## config.mk

```make
export PLATFORM = sky130hd
export DESIGN_NAME = swz_ctrl
export DESIGN_NICKNAME = d
export VERILOG_FILES = /design/src/design/swz_pkg.sv /design/src/design/swz_ctrl.sv
export SDC_FILE = /design/constraint.sdc
export NUM_CORES = 1
export LEC_CHECK = 0
export ABC_AREA = 0
export BUFFER_PORTS_ARGS = -buffer_cell sky130_fd_sc_hd__buf_2
export CORE_MARGIN = 2
export CORE_UTILIZATION = 45
export DETAILED_ROUTE_END_ITERATION = 8
export PLACE_DENSITY = 0.7
export SETUP_SLACK_MARGIN = 0.5
export SLEW_MARGIN = 30
export SYNTH_ARGS = -nofsm -noshare
export SYNTH_HDL_FRONTEND = slang
export SYNTH_SLANG_ARGS = --single-unit
export TNS_END_PERCENT = 30
```

## constraint.sdc

```tcl
create_clock -name clk -period 2 [get_ports clk]
set_clock_uncertainty 0.1 [all_clocks]
set_input_delay 0 -clock clk [delete_from_list [all_inputs] [get_ports clk]]
set_output_delay 0 -clock clk [all_outputs]
set_load 0.05 [all_outputs]
```

## src/design/swz_pkg.sv

```systemverilog
// ----------------------------------------------------------------------------
// swz_pkg: shared types and constants of the sliding window z-score detector
// Holds field widths, register indexes, controller states and the command
// and status structs that join the controller and the datapath.
// ----------------------------------------------------------------------------
`default_nettype none

package swz_pkg;

  localparam int WINDOW_MAX = 64;
  localparam int SAMPLE_W   = 16;
  localparam int SLOT_W     = $clog2(WINDOW_MAX);
  localparam int CNT_W      = SLOT_W + 1;
  localparam int SUM_W      = SAMPLE_W + SLOT_W;
  localparam int SQS_W      = 2 * SAMPLE_W + SLOT_W;
  localparam int D_W        = SQS_W + CNT_W;
  localparam int DEV_W      = SUM_W;
  localparam int Z_W        = 16;
  localparam int Q_W        = 2 * Z_W;
  localparam int THR_W      = 16;
  localparam int WIN_REG_W  = 7;
  localparam int CFG_W      = 16;
  localparam int ITER_W     = 5;

  localparam logic [WIN_REG_W-1:0] WINDOW_RESET = WIN_REG_W'(60);
  localparam logic [THR_W-1:0]     THRESH_RESET = THR_W'(768);

  typedef enum logic [0:0] {
    CFG_WINDOW_SIZE = 1'b0,
    CFG_Z_THRESHOLD = 1'b1
  } cfg_idx_t;

  typedef enum logic [3:0] {
    S_IDLE,
    S_SQ,
    S_ACC,
    S_MUL,
    S_DEV,
    S_MUL2,
    S_CHK,
    S_DIV,
    S_SQRT,
    S_FIN,
    S_OUT
  } state_t;

  typedef struct packed {
    logic accept;
    logic sq;
    logic acc;
    logic mul;
    logic dev;
    logic mul2;
    logic chk;
    logic div;
    logic sqrt;
    logic fin;
    logic load_out;
  } cmd_t;

  typedef struct packed {
    logic skip;
    logic sat;
    logic out_free;
  } sts_t;

endpackage

`default_nettype wire

```

## src/design/swz_ctrl.sv

```systemverilog
// ----------------------------------------------------------------------------
// swz_ctrl: sequencing controller
// Steps one sample through update, products and checks, then division and square root unless skipped or saturated.
// ----------------------------------------------------------------------------
`default_nettype none

module swz_ctrl
  import swz_pkg::*;
(
  input  wire logic clk,
  input  wire logic rst_n,
  input  wire logic in_valid,
  output logic      in_stall,
  input  sts_t      sts,
  output cmd_t      cmd
);

  state_t              state_r, state_nxt;
  logic [ITER_W-1:0]   cnt_r, cnt_nxt;

  always_ff @(posedge clk) begin
    if (!rst_n) begin
      state_r <= S_IDLE;
      cnt_r   <= '0;
    end else begin
      state_r <= state_nxt;
      cnt_r   <= cnt_nxt;
    end
  end

  always_comb begin
    state_nxt = state_r;
    cnt_nxt   = cnt_r;
    cmd       = '0;
    in_stall  = 1'b1;
    unique case (state_r)
      S_IDLE: begin
        in_stall = 1'b0;
        if (in_valid) begin
          cmd.accept = 1'b1;
          state_nxt  = S_SQ;
        end
      end
      S_SQ: begin
        cmd.sq    = 1'b1;
        state_nxt = S_ACC;
      end
      S_ACC: begin
        cmd.acc   = 1'b1;
        state_nxt = S_MUL;
      end
      S_MUL: begin
        cmd.mul   = 1'b1;
        state_nxt = S_DEV;
      end
      S_DEV: begin
        cmd.dev   = 1'b1;
        state_nxt = S_MUL2;
      end
      S_MUL2: begin
        cmd.mul2  = 1'b1;
        state_nxt = S_CHK;
      end
      S_CHK: begin
        cmd.chk = 1'b1;
        cnt_nxt = '0;
        if (sts.skip || sts.sat) begin
          state_nxt = S_OUT;
        end else begin
          state_nxt = S_DIV;
        end
      end
      S_DIV: begin
        cmd.div = 1'b1;
        if (cnt_r == ITER_W'(Q_W - 1)) begin
          cnt_nxt   = '0;
          state_nxt = S_SQRT;
        end else begin
          cnt_nxt = cnt_r + 1'b1;
        end
      end
      S_SQRT: begin
        cmd.sqrt = 1'b1;
        if (cnt_r == ITER_W'(Z_W - 1)) begin
          cnt_nxt   = '0;
          state_nxt = S_FIN;
        end else begin
          cnt_nxt = cnt_r + 1'b1;
        end
      end
      S_FIN: begin
        cmd.fin   = 1'b1;
        state_nxt = S_OUT;
      end
      S_OUT: begin
        if (sts.out_free) begin
          cmd.load_out = 1'b1;
          state_nxt    = S_IDLE;
        end
      end
      default: begin
        state_nxt = S_IDLE;
      end
    endcase
  end

  a_accept_starts: assert property (@(posedge clk) disable iff (!rst_n)
    (in_valid && !in_stall) |=> (state_r == S_SQ))
    else $error("accepted word did not start the update sequence");

  a_sqrt_count: assert property (@(posedge clk) disable iff (!rst_n)
    (state_r == S_SQRT) |-> (cnt_r <= ITER_W'(Z_W - 1)))
    else $error("square root step count out of range");

  a_busy_stalls: assert property (@(posedge clk) disable iff (!rst_n)
    (state_r != S_IDLE) |-> in_stall)
    else $error("input not stalled while a word is in flight");

endmodule

`default_nettype wire

```

# [Word level (Yosys, flattened, before mapping)]
# Cells that the tools add are included.
[totals] wordCells=46 output_inout_bits=12 inputBits=6 register_bits=9
[op_classes] n_reduce_logical=4 addsub=1 eq_ne=16 mux=23
[ops] operator="case mux 4 bit (11 select lines)" count=1
[ops] operator="2-to-1 mux 4 bit" count=5
[ops] operator="equality test 4 x 3 -> 1 bit, second input constant" count=4
[ops] operator="case mux 5 bit (3 select lines)" count=1
[ops] operator="2-to-1 mux 1 bit" count=14
[ops] operator="equality test 4 bit, second input constant" count=3
[ops] operator="2-to-1 mux 5 bit" count=2
[ops] operator="equality test 4 x 2 -> 1 bit, second input constant" count=2
[ops] operator="inequality test 2 bit, second input constant" count=4
[ops] operator="adder 5 x 1 -> 5 bit, second input constant" count=1
[ops] operator="equality test 5 x 4 -> 1 bit, second input constant" count=1
[ops] operator="equality test 5 bit, second input constant" count=1
[ops] operator="equality test 4 x 1 -> 1 bit, second input constant" count=1
[ops] operator="logical NOT 4 bit" count=1
[ops] operator="AND reduction 4 bit" count=1
[ops] operator="nonzero test 3 bit" count=1
[ops] operator="logical OR 1 bit" count=1

# [Logic depth before layout (Yosys ltp)]
# Gate-level depths: netlist (run 1).
[depth] depth_word=3 ltp_mapped=6 ltp_nobuf=6

# [Worst setup path before layout (run 1)]
# No wires, ideal clock.
[synth_path] path_kind="flip-flop to output port" from="register state_r[3]" to="output port cmd[9] (netlist bit)" arrival_ns=1.902 path_buffers=2 t_required_ns=1.900 stages_incl_launch_ff=5 setup_slack_ns=-0.002 cell_sequence="dfxtp_1 clkbuf_1 clkbuf_1 nand2b_1 nor3_1"
[synth_rtl] element="from (decl)" line="swz_ctrl.sv:18" rtl="state_t state_r, state_nxt;"
[synth_rtl] element="from (signal assigned)" line="swz_ctrl.sv:26" rtl="state_r <= state_nxt;"
[synth_rtl] element="to (decl)" line="swz_ctrl.sv:15" rtl="output cmd_t cmd"

# [Final worst setup path (run 1)]
[layout_path] from="register state_r[0]" to="register cnt_r[2]"
[layout_between] elab_chain_len=2 word_cells_on_any_way=5 classes_between="eq/ne (3); mux (1); reduce/logical (1)"
[layout_lines] element="equality test 4 bit / equality test 4 x 3 -> 1 bit (equally long branches)" line="swz_ctrl.sv:36" rtl="unique case (state_r)"
[layout_lines] element="case mux 5 bit (3 select lines) / nonzero test 3 bit (equally long branches)"
[layout_lines] element="to (signal assigned)" line="swz_ctrl.sv:27" rtl="cnt_r <= cnt_nxt;"
[layout_lines] element="to (decl)" line="swz_ctrl.sv:19" rtl="logic [ITER_W-1:0] cnt_r, cnt_nxt;"
# Several ways; a longest one is shown, not always the timed one.
# A chain may end at the register's enable or synchronous reset.

==> impl_metrics.csv, run 1 <==
group,metric,value,unit
drt,first_pass_iters,4,
pwr,power,0.892,mW
timing,layout_worst_path_cycle_share,81.1,%
cells_and_area,fillers,118,
floorplanning,die_x,43.4,um
timing,fin_setup_tns,0,ns
synthesis,synth_seq_area_share,25.8,%
hold_path,hold_class,"input port to flop",
synthesis,async_flop_share,0,%
synthesis,synth_cells,93,
setup_path,cp.required,2.10,ns
synthesis,synthTopCellsByArea,"dfxtp_1 26%, ha_1 7.2%, nand2_1 4.8%",
drt,ant_nets,0,
floorplanning,placementRows,14,
synthesis,synth_fp_nets,103,
drt,vias,782,
timing,period_needed,1.62,ns
synthesis,ys_ff_latch,9,
clock_network,clock-sinks,9,
cells_and_area,seqCellArea,184,sq um
timing,fin_hold_ws,0.0000528,ns
drt,wirelength,1.81,mm
setup_path,worstPathMaxFanout,5,
clock_network,clk_latency,0.27,ns
grt,grt-ovfl-total,0,
timing,hold_violations,0,
cells_and_area,drive_gt1_share,35.8,%
placed_design,place_inst,124,
synthesis,synth_flop_cell,"dfxtp_1",
clock_network,cts_tree,"built",
synthesis,yosysTopAreaCell,"dfxtp_1",
setup_path,cp_cell_sequence,"or4b_4, o22ai_4, buf_12, nand4b_1, nand3_1",
placed_design,portBuffers,17,
pwr,ir_drop,0.467,mV
synthesis,avgSynthCellArea,7.52,sq um
setup_path,reg2regPathDepth,5,
cells_and_area,multi_input_area,533,sq um
timing,report.final.setup_viol,0,
floorplanning,io_pins,18,
grt,grt_pass1_vias,646,
timing,worst_pin_slew,0.271,ns
synthesis,synthDistinctLibCells,31,
setup_path,endpoint_kind,"flop",
timing,grt_setup_unrepaired,"yes",
cells_and_area,fin_cells,136,
placed_design,hpwlAfterDp,1.17,mm
floorplanning,dieArea,0.00189,sq mm
clock_network,clk_path_buf_depth,2,
run,maxCapViolations,0,
setup_path,r2r_end,"cnt_r[2]$_SDFFE_PN0P_",
floorplanning,core,0.00149,sq mm
grt,grt_use_total,20.5,%
grt,grt_first_pass_wirelength,2.88,mm
grt,grt_antenna_before_repair,0,
synthesis,yosysWarningCount,0,
placed_design,globalplace.congestion,0.877,
cells_and_area,postLayoutCoreUtil,67.0,%
floorplanning,start_util,47.0,%
timing,max_freq,617,MHz
timing,relSlewSlack,81.7,%
drt,wire_per_inst,13.3,um
clock_network,htreeDepth,1,
setup_path,cp-startpoint,"state_r[0]$_SDFFE_PN0P_",
setup_path,r2r_setup_slack,0.38,ns
run_status,outcome,"complete, no violations",
drt,drcViolationCount,0,
setup_path,cpPeakStageDelay,0.57,ns
synthesis,synth_top_area_share,25.8,%
clock_network,root_buffer,"clkbuf_4",
cells_and_area,syn_to_final_growth,42.6,%
synthesis,synth_common_cells,"9 x dfxtp_1, 9 x nand2_1, 8 x nor2_1",
setup_path,critPathKind,"flop to flop",
timing,drv_slew,0,
floorplanning,fp.dieH,43.4,um
setup_path,r2r_start,"state_r[0]$_SDFFE_PN0P_",
setup_path,critPathSlowestCell,"or4b_4",
clock_network,cts_buffers,3,
drt,drt_iter0_drc,21,
pwr,p_per_area,894,mW/mm^2
setup_path,crit_arrival,1.72,ns
setup_path,crit_path_end,"cnt_r[2]$_SDFFE_PN0P_",
drt,via_per_inst,5.75,
pwr,leakage,0.437,nW
clock_network,clkTransAtPathRegs,0.06,ns
synthesis,synth-edff-count,0,
cells_and_area,finalNetCount,131,
cells_and_area,antenna_cells,0,
setup_path,startpoint_type,"flop",
grt,grt_max_degree,21,
synthesis,syn_area,699,sq um
## state kept, by name, summed over array words and instances, names as in the netlist
name / flops
state_r: 4
cnt_r: 5
## metal layers
metal	share of wire, %	global-route usage, %	up-vias
li1	-	-	385
met1	44	24.8	351
met2	47	33.7	39
met3	6.5	3.33	7
met4	3.2	12.7	0
met5	0	0	-
## worst max-delay path, delay by kind of cell (launching register included)
family,cells,cell delay (ns)
compound gates,1,0.21
flops,1,0.32
simple gates,3,0.79
buf+inv,1,0.14
## where the power goes
group / internal (mW) / switching, mW / total, mW
sequential: 0.204 / 0.0130 / 0.217
clock: 0.0770 / 0.0648 / 0.142
combinational: 0.174 / 0.360 / 0.534
## through the flow
step	worst slack [ns]	instance area, sq um
floorplan	0.120	709
global route	0.334	997
global placement	0.323	822
finish	0.379	997
CTS	0.403	957
detailed placement	0.242	822
## worst min-delay path by stage
| stage | from | to | slack [ns] | depth (start not counted) |
|---|---|---|---|---|
| floorplan | rst_n | cnt_r[3]$_SDFFE_PN0P_ | 0.05 | 2 |
| global placement | rst_n | cnt_r[1]$_SDFFE_PN0P_ | 0.26 | 2 |
| detailed placement | rst_n | cnt_r[1]$_SDFFE_PN0P_ | 0.27 | 2 |
| CTS | rst_n | state_r[0]$_SDFFE_PN0P_ | 0.007 | 3 |
| global route | rst_n | state_r[0]$_SDFFE_PN0P_ | 0.05 | 3 |
| finish | rst_n | state_r[0]$_SDFFE_PN0P_ | 0.00005 | 3 |
## cells by family after synthesis
family,Yosys count,share of synthesized area (%)
AOI/OAI and AO/OA,18,20.0
xor gates and xnor gates,1,1.25
adders and majority gates,4,7.16
buffers and inverters,12,6.44
DFF,9,25.8
muxes,2,2.86
and+or+nand+nor,47,36.5
## cell usage in the layout, fill, tap and decap left out, types with 2 or more instances in the layout
master          n
and3_1          2
nand2b_1        4
and2_1          2
dlygate4sd3_1   3
ha_4            3
a22oi_1         2
dfxtp_1         6
o21ai_0         5
nor2b_1         3
buf_2          16
dfxtp_2         3
nand3_1         5
inv_1           5
mux2i_1         2
nor3_2          2
clkbuf_4        3
buf_4           7
nand4b_1        3
or3_1           2
nor2_1          8
nor3_1          4
nand2_1         9
## layout make-up
cell class              instances  share of cell area [%]
multi-input cells              72                    53.5
repair buffers                 29                    21.0
flip-flops and latches          9                    18.4
inverters                       6                    2.51
clock buffers                   4                    2.63
well taps                      16                    2.01
## timing repair
action / 4_1_cts / 5_1_grt
endpoints found under the setup margin: 13 / 17
endpoints found under the hold margin: 4 / 0
resized for setup: 10 / 7
buffers inserted: 3 / 2
pin swaps: 2 / 3
hold buffers: 3 / 0
(Power assumes the default switching activity.)
==> run 2: changes to the inputs <==
--- a/config.mk
+++ b/config.mk
@@ -10,7 +10,7 @@
 export CORE_MARGIN = 2
 export CORE_UTILIZATION = 45
 export DETAILED_ROUTE_END_ITERATION = 8
-export PLACE_DENSITY = 0.7
+export PLACE_DENSITY = 0.72
 export SETUP_SLACK_MARGIN = 0.5
 export SLEW_MARGIN = 30
 export SYNTH_ARGS = -nofsm -noshare
==> constraint.sdc (replaced) <==
create_clock -name clk -period 1.35 [get_ports clk]
set_clock_uncertainty 0.1 [all_clocks]
set_input_delay 0 -clock clk [delete_from_list [all_inputs] [get_ports clk]]
set_output_delay 0 -clock clk [all_outputs]
set_load 0.05 [all_outputs]
==> run 2 against run 1 <==
  * The flow now finishes with violations (hold timing, setup timing)
  * Global-route usage increased by 3.4 points
  * Non-clock buffer count increased by 11
  * Count of clock-buffer cells in the layout unchanged
  * Core utilization up 17 points
  * Sequential power is 55% higher
  * Sequential cell count did not move
  * Sequential share of layout area is 3.6 points lower
  * Worst setup slack got worse by 0.66 ns
  * Via count is 5.0% higher
  * Register-to-register slack lost 0.65 ns
  * Clock power increased by 49%
  * Critical path type is now flop to output pin
  * Largest cell class unchanged
==> impl_metrics.csv, run 2 (same netlist as run 1, synthesis figures left out) <==
group,metric,value,unit
setup_path,cp_top_family,"simple AND/OR/NAND/NOR gates",
clock_network,clock-sinks,9,
placed_design,postPlaceCellArea,997,sq um
grt,grt_pass1_vias,724,
placed_design,dp_slack,-0.287,ns
timing,report.final.setup_viol,18,
pwr,cellInternalPower,0.915,mW
drt,wirelength,1.93,mm
timing,hold_violations,3,
clock_network,cts_buffers,3,
drt,wire_per_inst,13.1,um
cells_and_area,syn_to_final_growth,78.0,%
pwr,comb_power_share,68.2,%
floorplanning,placementRows,14,
clock_network,root_buffer,"clkbuf_4",
drt,first_pass_iters,4,
pwr,leakage,0.515,nW
timing,layout_setup_ws,-0.286,ns
timing,worst_pin_slew,0.262,ns
floorplanning,die_x,43.4,um
drt,ant_nets,0,
pwr,p_per_area,1380,mW/mm^2
clock_network,clk_path_buf_depth,2,
setup_path,startpoint_type,"flop",
grt,grt_use_total,23.9,%
clock_network,clk_latency,0.27,ns
placed_design,globalplace.congestion,0.868,
drt,vias,821,
cells_and_area,finalNetCount,142,
timing,fin_hold_ws,-0.00956,ns
setup_path,critPathSlowestCell,"or4b_4",
setup_path,cp_cell_sequence,"or4b_4, buf_6, clkinvlp_4, buf_8",
drt,drt_iter0_drc,24,
timing,relSlewSlack,82.4,%
cells_and_area,final_area,0.00124,sq mm
pwr,switching_share,46.8,%
timing,layout_worst_path_cycle_share,121,%
pwr,power_frac_clock,12.3,%
floorplanning,fp.dieH,43.4,um
floorplanning,io_pins,18,
grt,grt_max_degree,16,
pwr,p_seq_share,19.5,%
setup_path,critPathKind,"flop to output pin",
placed_design,portBuffers,17,
timing,period_needed,1.64,ns
cells_and_area,fillers,92,
run_status,outcome,"complete, but fails checks",
placed_design,place_inst,135,
pwr,switching_power,0.805,mW
setup_path,worstPathMaxFanout,3,
cells_and_area,top_regs,"cnt_r x5, state_r x4",
drt,via_per_inst,5.59,
floorplanning,core,0.00149,sq mm
cells_and_area,fin_cells,147,
setup_path,cpPeakStageDelay,0.56,ns
cells_and_area,largest-register,"cnt_r",
grt,grt_antenna_before_repair,0,
setup_path,cp.required,1.25,ns
run,maxCapViolations,0,
cells_and_area,final_cell_mix,"17 x buf_4, 16 x buf_6, 9 x nand2_1",
setup_path,r2r_setup_slack,-0.27,ns
setup_path,crit_buf_inv,3,
cells_and_area,largest_reg_flops,5,
grt,grt-ovfl-total,0,
cells_and_area,antenna_cells,0,
timing,drv_slew,0,
cells_and_area,drive_gt1_share,53.4,%
clock_network,clkTransAtPathRegs,0.06,ns
floorplanning,dieArea,0.00189,sq mm
setup_path,crit_arrival,1.54,ns
setup_path,endpoint_kind,"output pin",
drt,drcViolationCount,0,
timing,max_freq,611,MHz
hold_path,hold_class,"input port to flop",
timing,grt_setup_unrepaired,"yes",
placed_design,hpwlAfterDp,1.38,mm
cells_and_area,final_common_cell,"buf_4",
grt,grt_first_pass_wirelength,3.26,mm
clock_network,htreeDepth,1,
floorplanning,start_util,47.0,%
pwr,ir_drop,1.18,mV
clock_network,cts_tree,"built",
run_status,violations,"hold timing, setup timing",
run 2: cell types whose count changed in the layout (fill, tap and decap cells not counted), sizes merged:
cell / change
buf: +14
clkinvlp: +1
dlygate4sd3: -3
inv: -1
run 2: power groups by stage:
stage          registers (mW)  logic (mW)  clock network [mW]
2_1_floorplan           0.341       0.681                   0
3_3_place_gp            0.323       0.872                   0
3_5_place_dp            0.326       0.885                   0
4_1_cts                 0.320        1.04               0.220
5_1_grt                 0.338        1.25               0.226
6_report                0.336        1.17               0.211
run 2: worst paths after layout:
path	start	end	depth (start not counted)
setup reg to reg	state_r[1]$_SDFFE_PN0P_	cnt_r[2]$_SDFFE_PN0P_	5
hold / removal	rst_n	cnt_r[1]$_SDFFE_PN0P_	2
hold reg to reg	cnt_r[3]$_SDFFE_PN0P_	cnt_r[3]$_SDFFE_PN0P_	2
setup / recovery	state_r[1]$_SDFFE_PN0P_	cmd[2]	4
run 2: cell type report:
type	count	area, sq um	share of cell area (%)
inverter	6	26.3	2.11
timing repair buffer	40	363	29.1
tap	16	20.0	1.61
clock buffer	4	26.3	2.11
sequential	9	185	14.9
multi-input combinational	72	624	50.2
run 2: worst register-to-register path, cell delays in order, from the launching register on:
cell	delay, ns
dfxtp_2	0.34
or4b_4	0.56
o22ai_4	0.22
buf_4	0.16
nand4b_1	0.10
nand3_1	0.09
run 2: layer usage:
metal	part of all wire [%]	global-route usage, %	up-vias
li1	-	-	408
met1	43	28.4	385
met2	51	39.1	24
met3	3.4	4.17	4
met4	2.5	16.4	0
met5	0	0	-
run 2: timing repair:
action / 4_1_cts / 5_1_grt
endpoints found under the setup margin: 21 / 21
pin swaps: 6 / 1
buffers inserted: 4 / 4
gates resized for setup: 32 / 17
endpoints found under the hold margin: 5 / 2
run 2: stage by stage:
step	util (%)	setup TNS (ns)	power (mW)	hold slack [ns]
finish	83.6	-3.06	1.72	-0.00956
global placement	67.0	-1.52	1.19	0.255
floorplan	-	-1.63	1.02	0.0471
global route	83.6	-4.07	1.81	-0.00306
detailed placement	67.0	-2.08	1.21	0.267
CTS	77.7	-3.45	1.58	-0.0216
==> run 3: changes to the inputs <==
--- a/config.mk
+++ b/config.mk
@@ -7,8 +7,10 @@
 export LEC_CHECK = 0
 export ABC_AREA = 0
 export BUFFER_PORTS_ARGS = -buffer_cell sky130_fd_sc_hd__buf_2
+export CELL_PAD_IN_SITES_DETAIL_PLACEMENT = 0
+export CELL_PAD_IN_SITES_GLOBAL_PLACEMENT = 1
 export CORE_MARGIN = 2
-export CORE_UTILIZATION = 45
+export CORE_UTILIZATION = 32
 export DETAILED_ROUTE_END_ITERATION = 8
 export PLACE_DENSITY = 0.72
 export SETUP_SLACK_MARGIN = 0.5
==> run 3 against run 2 <==
  * Critical path type is now flop to flop
  * Worst setup slack improved by 0.0041 ns
  * Hold slack better by 0.011 ns
  * Clock power about the same
  * The flow finishes with violations (setup timing)
  * Maximum frequency up 0.25%
  * Non-clock buffer count fell by 3
  * Critical path depth increased by 1
  * Combinational power fell by 9%
  * Sequential share of layout area increased by 0.42 points
==> impl_metrics.csv, run 3 (same netlist as run 1, synthesis figures left out) <==
group,metric,value,unit
setup_path,crit_buf_inv,1,
timing,hold_violations,0,
clock_network,ctsHoldBuffers,0,
grt,grt_first_pass_wirelength,3.35,mm
floorplanning,core,0.00200,sq mm
placed_design,place_inst,146,
setup_path,worstPathMaxFanout,6,
timing,worst_pin_slew,0.273,ns
placed_design,dp_slack,-0.279,ns
setup_path,reg2regPathDepth,5,
pwr,cellInternalPower,0.858,mW
pwr,switching_power,0.755,mW
floorplanning,placementRows,16,
cells_and_area,fin_cells,155,
cells_and_area,largest-register,"cnt_r",
grt,grt_pass1_vias,774,
floorplanning,die_x,50.8,um
setup_path,r2r_end,"cnt_r[2]$_SDFFE_PN0P_",
placed_design,globalplace.congestion,0.836,
placed_design,portBuffers,17,
setup_path,startpoint_type,"flop",
setup_path,critPathSlowestCell,"or4b_4",
drt,drcViolationCount,0,
cells_and_area,antenna_cells,0,
timing,layout_setup_ws,-0.281,ns
timing,grt_setup_unrepaired,"yes",
run,maxCapViolations,0,
clock_network,cts_tree,"built",
clock_network,clk_latency,0.26,ns
grt,grt-ovfl-total,0,
floorplanning,dieArea,0.00258,sq mm
clock_network,clock-sinks,9,
drt,vias,800,
drt,first_pass_iters,5,
run_status,outcome,"complete, but fails checks",
hold_path,whs_endpoint,"state_r[3]$_SDFFE_PN0P_",
timing,max_freq,613,MHz
clock_network,clkTransAtPathRegs,0.06,ns
hold_path,whs_path_depth,3,
setup_path,r2r_setup_slack,-0.28,ns
setup_path,crit_arrival,1.74,ns
drt,ant_nets,0,
clock_network,root_buffer,"clkbuf_4",
floorplanning,io_pins,18,
placed_design,hpwlAfterDp,1.41,mm
run_status,violations,"setup timing",
setup_path,r2r_start,"state_r[1]$_SDFFE_PN0P_",
clock_network,cts_buffers,3,
cells_and_area,finalNetCount,139,
grt,grt_antenna_before_repair,0,
hold_path,hp-start,"rst_n",
drt,via_per_inst,5.16,
floorplanning,fp.dieH,50.8,um
floorplanning,start_util,34.9,%
grt,grt_max_degree,16,
setup_path,critPathKind,"flop to flop",
timing,period_needed,1.63,ns
cells_and_area,final_cell_mix,"18 x buf_4, 13 x buf_6, 9 x nand2_1",
drt,wirelength,1.93,mm
timing,layout_worst_path_cycle_share,121,%
timing,drv_slew,0,
pwr,switching_share,46.8,%
setup_path,cpPeakStageDelay,0.57,ns
drt,drt_iter0_drc,11,
pwr,p_seq_share,20.4,%
cells_and_area,drive_gt1_share,53.1,%
drt,wire_per_inst,12.5,um
pwr,ir_drop,0.858,mV
pwr,p_per_area,1320,mW/mm^2
pwr,power_frac_clock,12.9,%
setup_path,cp.required,1.45,ns
clock_network,htreeDepth,1,
setup_path,cp_top_family,"simple AND/OR/NAND/NOR gates",
clock_network,clk_path_buf_depth,2,
setup_path,cp_cell_sequence,"or4b_4, o22ai_4, buf_4, nand4b_1, nand3_1",
timing,relSlewSlack,81.6,%
cells_and_area,top_regs,"cnt_r x5, state_r x4",
setup_path,endpoint_kind,"flop",
pwr,leakage,0.489,nW
pwr,comb_power_share,66.6,%
cells_and_area,largest_reg_flops,5,
pwr,power,1.61,mW
cells_and_area,syn_to_final_growth,74.2,%
timing,report.final.setup_viol,19,
cells_and_area,final_common_cell,"buf_4",
hold_path,hold_class,"input port to flop",
grt,grt_use_total,17.5,%
timing,fin_setup_tns,-3.03,ns
-- run 3: cell count changes in the layout (fill, tap and decap cells not counted), sizes merged --
cell  delta
buf      -3
-- run 3: power groups by stage --
stage               Sequential [mW]  Clock [mW]  Combinational, mW
floorplan                     0.341           0              0.681
global placement              0.319           0              0.902
detailed placement            0.323           0              0.905
CTS                           0.321       0.213               1.06
global route                  0.334       0.228               1.15
finish                        0.329       0.208               1.07
-- run 3: how the worst max path moves through the flow --
stage	start	endpoint	slack (ns)	cells after the start
3_5_place_dp	cnt_r[1]$_SDFFE_PN0P_	state_r[1]$_SDFFE_PN0P_	-0.28	6
5_1_grt	state_r[1]$_SDFFE_PN0P_	cnt_r[2]$_SDFFE_PN0P_	-0.35	5
4_1_cts	state_r[1]$_SDFFE_PN0P_	cmd[2]	-0.28	4
3_3_place_gp	state_r[2]$_SDFFE_PN0P_	state_r[3]$_SDFFE_PN0P_	-0.24	4
2_1_floorplan	state_r[1]$_SDFFE_PN0P_	state_r[3]$_SDFFE_PN0P_	-0.21	4
6_report	state_r[1]$_SDFFE_PN0P_	cnt_r[2]$_SDFFE_PN0P_	-0.28	5
-- run 3: worst reg2reg max path: cells and delay by family, from the launching register on --
kind / cells / cell delay [ns]
and+or+nand+nor: 3 / 0.76
DFF: 1 / 0.32
buffers and inverters: 1 / 0.16
AOI/OAI and AO/OA: 1 / 0.24
-- run 3: layout make-up --
cell class	instances	area, sq um
clock buffer	4	26.3
fill	185	783
inverter	6	26.3
multi-input combinational	72	624
sequential	9	186
tap	27	33.8
timing repair buffer	37	322
-- run 3: timing repair --
| item | 4_1_cts | 5_1_grt |
|---|---|---|
| hold endpoints to repair | 0 | 0 |
| endpoints found under the setup margin | 21 | 21 |
| buffers inserted | 3 | 2 |
| gates resized for setup | 36 | 8 |
| pin swaps | 8 | 6 |
| gates cloned | 0 | 0 |
-- run 3: stage by stage --
step	util [%]	area, sq um	hold WS, ns
after CTS	58.9	1180	0.00314
final	60.9	1220	0.00126
after global placement	50.5	1010	0.269
after floorplan	-	820	0.0471
after global routing	60.9	1220	0.00748
after detailed placement	50.5	1010	0.273
-- run 3: metal layers --
layer	wire, um	global-route usage [%]
met1	835	20.3
met2	928	29.8
met3	111	2.98
met4	55	10.4
met5	0	0
